==> config.mk <==
export PLATFORM = sky130hd
export DESIGN_NAME = tlca_ctrl
export DESIGN_NICKNAME = d
export VERILOG_FILES = /design/src/hdl/tlca_pkg.sv /design/src/hdl/tlca_ctrl.sv
export SDC_FILE = /design/constraint.sdc
export NUM_CORES = 1
export LEC_CHECK = 0
export ABC_AREA = 1
export BUFFER_PORTS_ARGS = -buffer_cell sky130_fd_sc_hd__buf_2
export CAP_MARGIN = 30
export CORE_MARGIN = 2
export CORE_UTILIZATION = 47
export DETAILED_ROUTE_END_ITERATION = 10
export GPL_ROUTABILITY_DRIVEN = 1
export PLACE_DENSITY = 0.74
export SLEW_MARGIN = 10
export SYNTH_ARGS = -nofsm -noshare
export SYNTH_HDL_FRONTEND = slang
export SYNTH_SLANG_ARGS = --single-unit
export TNS_END_PERCENT = 1
==> constraint.sdc <==
create_clock -name clk -period 1.27 [get_ports clk]
set_input_delay 0.127 -clock clk [delete_from_list [all_inputs] [get_ports clk]]
set_output_delay 0.127 -clock clk [all_outputs]
set_load 0.01 [all_outputs]
==> src/hdl/tlca_pkg.sv <==
package tlca_pkg;

	localparam int MAX_NODES = 1024;
	localparam int LEVELS    = 10;
	localparam int NW        = 11;                       // node id, counter width
	localparam int SW        = $clog2(MAX_NODES);        // stack index
	localparam int LW        = (LEVELS > 1) ? $clog2(LEVELS) : 1;
	localparam int JW        = LW + NW;                  // jump table address

	typedef logic [NW-1:0] node_t;
	typedef logic [LW-1:0] lvl_t;

	typedef enum logic [1:0] {
		CMD_LOAD  = 2'd0,
		CMD_BUILD = 2'd1,
		CMD_QUERY = 2'd2,
		CMD_NONE  = 2'd3
	} cmd_code_t;

	typedef enum logic [4:0] {
		OP_NONE,
		OP_LOAD,
		OP_CLR_INIT,
		OP_CLR,
		OP_LINK_INIT,
		OP_LINK_RD,
		OP_LINK_P,
		OP_LINK_W,
		OP_DFS_INIT,
		OP_DFS_RD,
		OP_DFS_RDNS,
		OP_DFS_PUSH,
		OP_DFS_POP,
		OP_DFS_TOP,
		OP_JMP_INIT,
		OP_JMP_R1,
		OP_JMP_R2,
		OP_JMP_W,
		OP_Q_RD_B,
		OP_Q_RD_A,
		OP_Q_LOOP,
		OP_Q_UP,
		OP_Q_STEP,
		OP_OUT_A,
		OP_OUT_J,
		OP_OUT_BAD
	} dp_op_t;

	typedef struct packed {
		dp_op_t op;
		logic   take;
	} dp_cmd_t;

	typedef struct packed {
		cmd_code_t cmd;
		logic      node_is_root;
		logic      load_ok;
		logic      query_ok;
		logic      idx_ge2;
		logic      idx_eq_n;
		logic      push_ok;
		logic      sp_one;
		logic      covers;
		logic      lvl_zero;
		logic      jmp_last;
	} dp_status_t;

	typedef enum logic [4:0] {
		S_IDLE,
		S_DECODE,
		S_CLR,
		S_LINK_INIT,
		S_LINK_CHK,
		S_LINK_P,
		S_LINK_W,
		S_DFS_RD,
		S_DFS_C,
		S_DFS_PUSH,
		S_DFS_TOP,
		S_JMP_INIT,
		S_JMP_R1,
		S_JMP_R2,
		S_JMP_W,
		S_Q_A,
		S_Q_T,
		S_Q_UP,
		S_Q_C,
		S_OUT_A,
		S_OUT_J,
		S_OUT_BAD
	} state_t;

endpackage

==> src/hdl/tlca_ctrl.sv <==
module tlca_ctrl (
	input  logic                 clk,
	input  logic                 arst_n,
	input  logic                 req_valid,
	output logic                 req_ready,
	output logic                 rsp_valid,
	input  logic                 rsp_ready,
	input  logic                 cfg_wr_en,
	input  tlca_pkg::dp_status_t status,
	output tlca_pkg::dp_cmd_t    cmd
);
	import tlca_pkg::*;

	state_t state_q, state_n;
	logic   built_q, rsp_valid_q;
	logic   out_free, emit, set_built, clr_built;

	assign out_free = !rsp_valid_q || rsp_ready;
	assign emit = out_free &&
	              (state_q == S_OUT_A || state_q == S_OUT_J || state_q == S_OUT_BAD);

	always_comb begin
		state_n = state_q;
		case (state_q)
			S_IDLE:      if (req_valid) state_n = S_DECODE;
			S_DECODE: begin
				case (status.cmd)
					CMD_LOAD: begin
						if (status.node_is_root || status.load_ok)
							state_n = S_IDLE;
						else
							state_n = S_OUT_BAD;
					end
					CMD_BUILD: state_n = S_CLR;
					CMD_QUERY: state_n = (built_q && status.query_ok) ? S_Q_A : S_OUT_BAD;
					default:   state_n = S_IDLE;
				endcase
			end
			S_CLR:       if (status.idx_eq_n) state_n = S_LINK_INIT;
			S_LINK_INIT: state_n = S_LINK_CHK;
			S_LINK_CHK:  state_n = status.idx_ge2 ? S_LINK_P : S_DFS_RD;
			S_LINK_P:    state_n = S_LINK_W;
			S_LINK_W:    state_n = S_LINK_CHK;
			S_DFS_RD:    state_n = S_DFS_C;
			S_DFS_C: begin
				if (status.push_ok)
					state_n = S_DFS_PUSH;
				else
					state_n = status.sp_one ? S_JMP_INIT : S_DFS_TOP;
			end
			S_DFS_PUSH:  state_n = S_DFS_RD;
			S_DFS_TOP:   state_n = S_DFS_RD;
			S_JMP_INIT:  state_n = (LEVELS == 1) ? S_IDLE : S_JMP_R1;
			S_JMP_R1:    state_n = S_JMP_R2;
			S_JMP_R2:    state_n = S_JMP_W;
			S_JMP_W:     state_n = status.jmp_last ? S_IDLE : S_JMP_R1;
			S_Q_A:       state_n = S_Q_T;
			S_Q_T:       state_n = status.covers ? S_OUT_A : S_Q_UP;
			S_Q_UP:      state_n = S_Q_C;
			S_Q_C:       state_n = status.lvl_zero ? S_OUT_J : S_Q_UP;
			S_OUT_A, S_OUT_J, S_OUT_BAD: if (out_free) state_n = S_IDLE;
			default:     state_n = S_IDLE;
		endcase
	end

	always_comb begin
		cmd.op    = OP_NONE;
		cmd.take  = 1'b0;
		req_ready = (state_q == S_IDLE);
		set_built = 1'b0;
		clr_built = 1'b0;
		case (state_q)
			S_IDLE: cmd.take = req_valid;
			S_DECODE: begin
				case (status.cmd)
					CMD_LOAD: begin
						if (!status.node_is_root && status.load_ok) begin
							cmd.op    = OP_LOAD;
							clr_built = 1'b1;
						end
					end
					CMD_BUILD: cmd.op = OP_CLR_INIT;
					CMD_QUERY: if (built_q && status.query_ok) cmd.op = OP_Q_RD_B;
					default: begin
					end
				endcase
			end
			S_CLR:       cmd.op = OP_CLR;
			S_LINK_INIT: cmd.op = OP_LINK_INIT;
			S_LINK_CHK:  cmd.op = status.idx_ge2 ? OP_LINK_RD : OP_DFS_INIT;
			S_LINK_P:    cmd.op = OP_LINK_P;
			S_LINK_W:    cmd.op = OP_LINK_W;
			S_DFS_RD:    cmd.op = OP_DFS_RD;
			S_DFS_C:     cmd.op = status.push_ok ? OP_DFS_RDNS : OP_DFS_POP;
			S_DFS_PUSH:  cmd.op = OP_DFS_PUSH;
			S_DFS_TOP:   cmd.op = OP_DFS_TOP;
			S_JMP_INIT: begin
				cmd.op    = OP_JMP_INIT;
				set_built = (LEVELS == 1);
			end
			S_JMP_R1:    cmd.op = OP_JMP_R1;
			S_JMP_R2:    cmd.op = OP_JMP_R2;
			S_JMP_W: begin
				cmd.op    = OP_JMP_W;
				set_built = status.jmp_last;
			end
			S_Q_A:       cmd.op = OP_Q_RD_A;
			S_Q_T:       cmd.op = status.covers ? OP_NONE : OP_Q_LOOP;
			S_Q_UP:      cmd.op = OP_Q_UP;
			S_Q_C:       cmd.op = OP_Q_STEP;
			S_OUT_A:     if (out_free) cmd.op = OP_OUT_A;
			S_OUT_J:     if (out_free) cmd.op = OP_OUT_J;
			S_OUT_BAD:   if (out_free) cmd.op = OP_OUT_BAD;
			default: begin
			end
		endcase
	end

	always_ff @(posedge clk or negedge arst_n) begin
		if (!arst_n) begin
			state_q     <= S_IDLE;
			built_q     <= 1'b0;
			rsp_valid_q <= 1'b0;
		end else begin
			state_q <= state_n;
			if (cfg_wr_en || clr_built)
				built_q <= 1'b0;
			else if (set_built)
				built_q <= 1'b1;
			if (emit)
				rsp_valid_q <= 1'b1;
			else if (rsp_ready)
				rsp_valid_q <= 1'b0;
		end
	end

	assign rsp_valid = rsp_valid_q;

	a_rsp_source: assert property (@(posedge clk) disable iff (!arst_n)
		$rose(rsp_valid_q) |-> $past(state_q == S_OUT_A || state_q == S_OUT_J ||
		                             state_q == S_OUT_BAD))
		else $error("result raised outside a result state");
	a_built_end: assert property (@(posedge clk) disable iff (!arst_n)
		$rose(built_q) |-> $past(state_q == S_JMP_W || state_q == S_JMP_INIT))
		else $error("tables marked built before the jump fill ended");
	a_no_lost: assert property (@(posedge clk) disable iff (!arst_n)
		emit |-> !rsp_valid_q || rsp_ready)
		else $error("result overwritten while still waiting");
endmodule

==> qor.csv <==
stage,metric,value,unit
clocking,clk_latency,0.27,ns
pwr,switching_share,0.526,
sta,tightest_slew,0.347,ns
pwr,intPower,1.72,mW
sta,finalMaxSlewViolations,0,
critical_path,cp.arrival,1.70,ns
routing,viasPerCell,5.69,
critical_path,rr_startpoint,state_q[0]$_DFFE_PN0P_,
worst_hold_path,min_from,cfg_wr_en,
critical_path,criticalPathCategory,reg -> out,
grt,grt_pass1_vias,1378,
clocking,cts_tree,built,
final_layout,fin_util,0.806,
placement,place_congestion,1.03,
clocking,clock_sinks,7,
clocking,clockBufferDepth,2,
placement,dp_hpwl,2760,um
grt,top_usage_layer,met2,
sta,worst_slew_margin_rel,0.766,
worst_hold_path,hold_depth,2,
pwr,irDropWorstVdd,1.97,mV
final_layout,drive_above_1_share,0.500,
run,cap_viol_max_count,0,
sta,final.min_clock_period,1.82,ns
critical_path,crit_path_end_kind,output port,
sta,rsz0062_at_grt,yes,
final_layout,antenna_cells,0,
worst_hold_path,min_to,built_q$_DFFE_PN0P_,
critical_path,r2r_slack,-0.43,ns
critical_path,crit_path_start_kind,flip-flop,
pwr,p_clk_frac,0.058,
sta,skew,0.0110,ns
clocking,ctsRootBufferMaster,clkbuf_4,
synthesis,yosys_warnings,0,
pwr,power_frac_seq,0.145,
placement,placed_cell_area,1360,um^2
sta,postLayoutSetupSlackWorst,-0.553,ns
synthesis,netlist_instances,164,
grt,grt_pass1_wl,5980,um
synthesis,syn-cell-area,930,um^2
critical_path,worstPathRequired,1.14,ns
grt,grt_max_degree,10,
worst_hold_path,min_path_type,in -> reg,
final_layout,design_area,1550,um^2
synthesis,mappedNetlistNets,181,
sta,hold_viol,0,
grt,overflow,0,
pwr,power_density,2340,nW/um^2
grt,grt_use_total,0.329,
clocking,htreeDepth,1,
floorplanning,initial_core_util,0.484,
routing,ant_nets,0,
floorplanning,die_w,48.5,um
grt,met1_usage,0.392,
grt,antenna_found_initial,0,
routing,wire_per_inst,15.2,um
synthesis,syn_avg_cell_area,5.67,um^2
grt,grt_use_met3,0.0679,
critical_path,reg2reg_to,state_q[3]$_DFFE_PN0P_,
floorplanning,dieHeight,48.5,um
routing,first_iter_violations,106,
pwr,p_comb_frac,0.797,
sta,finalCritPeriodShare,1.44,
routing,wl,3980,um
clocking,cts-buffers-inserted,3,
synthesis,ys_types,25,
final_layout,layout.nets,252,
routing,drcViolationCount,0,
floorplanning,io_pins,25,
sta,fmax,549,MHz
routing,dr.pass1.iters,6,
outcome,violations,setup timing,
floorplanning,die_area,2350,um^2
synthesis,yosysSeqAreaShare,0.188,
final_layout,area_growth,66.6,%
pwr,p_switching,1.90,mW
sta,setup_viol,13,
sta,holdWs,0.0266,ns
pwr,leakage,0.887,nW
critical_path,r2r_cells,11,
floorplanning,rows,16,
clocking,cts.clk_slew.worst_paths,0.06,ns
synthesis,ys_seq_elements,7,
grt,met2_usage,0.553,
floorplanning,core,1920,um^2
placement,portBuffers,24,
critical_path,path_max_fanout,6,
routing,num_vias,1484,
outcome,status,"finished, violations left",
power by group through the flow:
stage                     sequential [mW]  combinational, mW  clock (mW)
after floorplan                     0.463               1.30           0
after global placement              0.465               2.33           0
after detailed placement            0.475               2.38           0
after CTS                           0.490               2.55       0.204
after global routing                0.549               3.06       0.227
final                               0.525               2.88       0.211
synthesized netlist by cell type, drive strengths merged:
master | n | area share
a31oi | 1 | 0.0067
o21ai | 5 | 0.031
buf | 1 | 0.0054
o21a | 1 | 0.0081
nor3b | 1 | 0.0081
a211oi | 1 | 0.013
nand4 | 7 | 0.047
nor3 | 6 | 0.050
clkinv | 1 | 0.0040
inv | 24 | 0.097
nor2 | 39 | 0.18
nand2 | 44 | 0.19
a21oi | 3 | 0.016
nand3b | 2 | 0.016
o22ai | 1 | 0.0067
nand3 | 20 | 0.13
dfrtp | 7 | 0.19
worst max path at each step:
stage,cells past startpoint,endpoint,from,slack [ns]
2_1_floorplan,8,cmd[1],state_q[1]$_DFFE_PN0P_,-0.05
3_3_place_gp,7,cmd[5],state_q[0]$_DFFE_PN0P_,-0.21
3_5_place_dp,6,cmd[2],state_q[3]$_DFFE_PN0P_,-0.27
4_1_cts,6,cmd[1],state_q[1]$_DFFE_PN0P_,-0.45
5_1_grt,7,cmd[1],state_q[0]$_DFFE_PN0P_,-0.63
6_report,7,cmd[5],state_q[0]$_DFFE_PN0P_,-0.55
cells by family after synthesis:
group,count (synthesis),synth area share
buffers and inverters,26,0.106
flip-flops,7,0.188
AND/OR/NAND/NOR,119,0.623
AO/OA/AOI/OAI,12,0.0821
cell usage in the layout (no fill, tap or decap):
cell type,Yosys,final
buf_6,0,3
dfrtp_2,0,5
a21oi_2,0,1
dfrtp_1,7,2
o21a_1,1,1
clkbuf_4,0,3
o21ai_2,1,2
a211oi_2,1,1
nor3_1,4,2
o21ai_0,4,2
a21oi_1,3,2
buf_2,1,24
nor2_1,32,28
nor2_2,6,6
buf_4,0,39
nand3_1,16,15
o21ai_4,0,1
nor3_4,1,1
nor3_2,1,3
nand3b_1,2,2
clkbuf_1,0,1
inv_1,19,18
nand4_1,7,7
a31oi_1,1,1
nor3b_2,0,1
inv_2,5,5
inv_4,0,2
o22ai_1,1,1
dlygate4sd3_1,0,1
nand2_2,5,7
nand2_1,39,34
nor2_4,1,5
nand3_2,4,5
nand2_4,0,3
stage by stage:
| step | setup slack (ns) | setup TNS (ns) | cells | power (mW) |
|---|---|---|---|---|
| floorplan | -0.0496 | -0.154 | 164 | 1.76 |
| detailed placement | -0.265 | -2.36 | 249 | 2.85 |
| finish | -0.553 | -4.94 | 261 | 3.62 |
| CTS | -0.451 | -3.84 | 258 | 3.24 |
| global route | -0.628 | -5.87 | 261 | 3.84 |
| global placement | -0.213 | -1.76 | 249 | 2.79 |
flip-flops by register name (all words and copies together) (netlist names):
signal	count
rsp_valid	1
built_q	1
state_q	5
timing repair:
action | in CTS | in global routing
hold buffers | 1 | 0
hold endpoints to repair | 7 | 0
setup buffers | 4 | 3
setup endpoints to repair | 13 | 14
resized for setup | 16 | 18
pin swaps | 7 | 6
critical path, cell delays in order, from the launching register on:
cell and delay (ns):
dfrtp_2 0.48, inv_2 0.10, nor2_1 0.20, nand3_1 0.23, o21ai_2 0.14, nor2_1 0.07
nand3_1 0.08, buf_2 0.13
metal layers:
layer / vias to the layer above / wire length (um)
met5: - / 0
met4: 0 / 210
li1: 674 / -
met3: 22 / 348
met2: 108 / 1900
met1: 680 / 1520
cell type report:
class                           count  area [um^2]
Inverter                           25         98.8
Timing Repair Buffer               67          457
Sequential cell                     7          181
Fill cell                         135          373
Clock buffer                        4         26.3
Tap cell                           27         33.8
Multi-Input combinational cell    131          752
No activity file was read; power rests on OpenSTA's default activity.
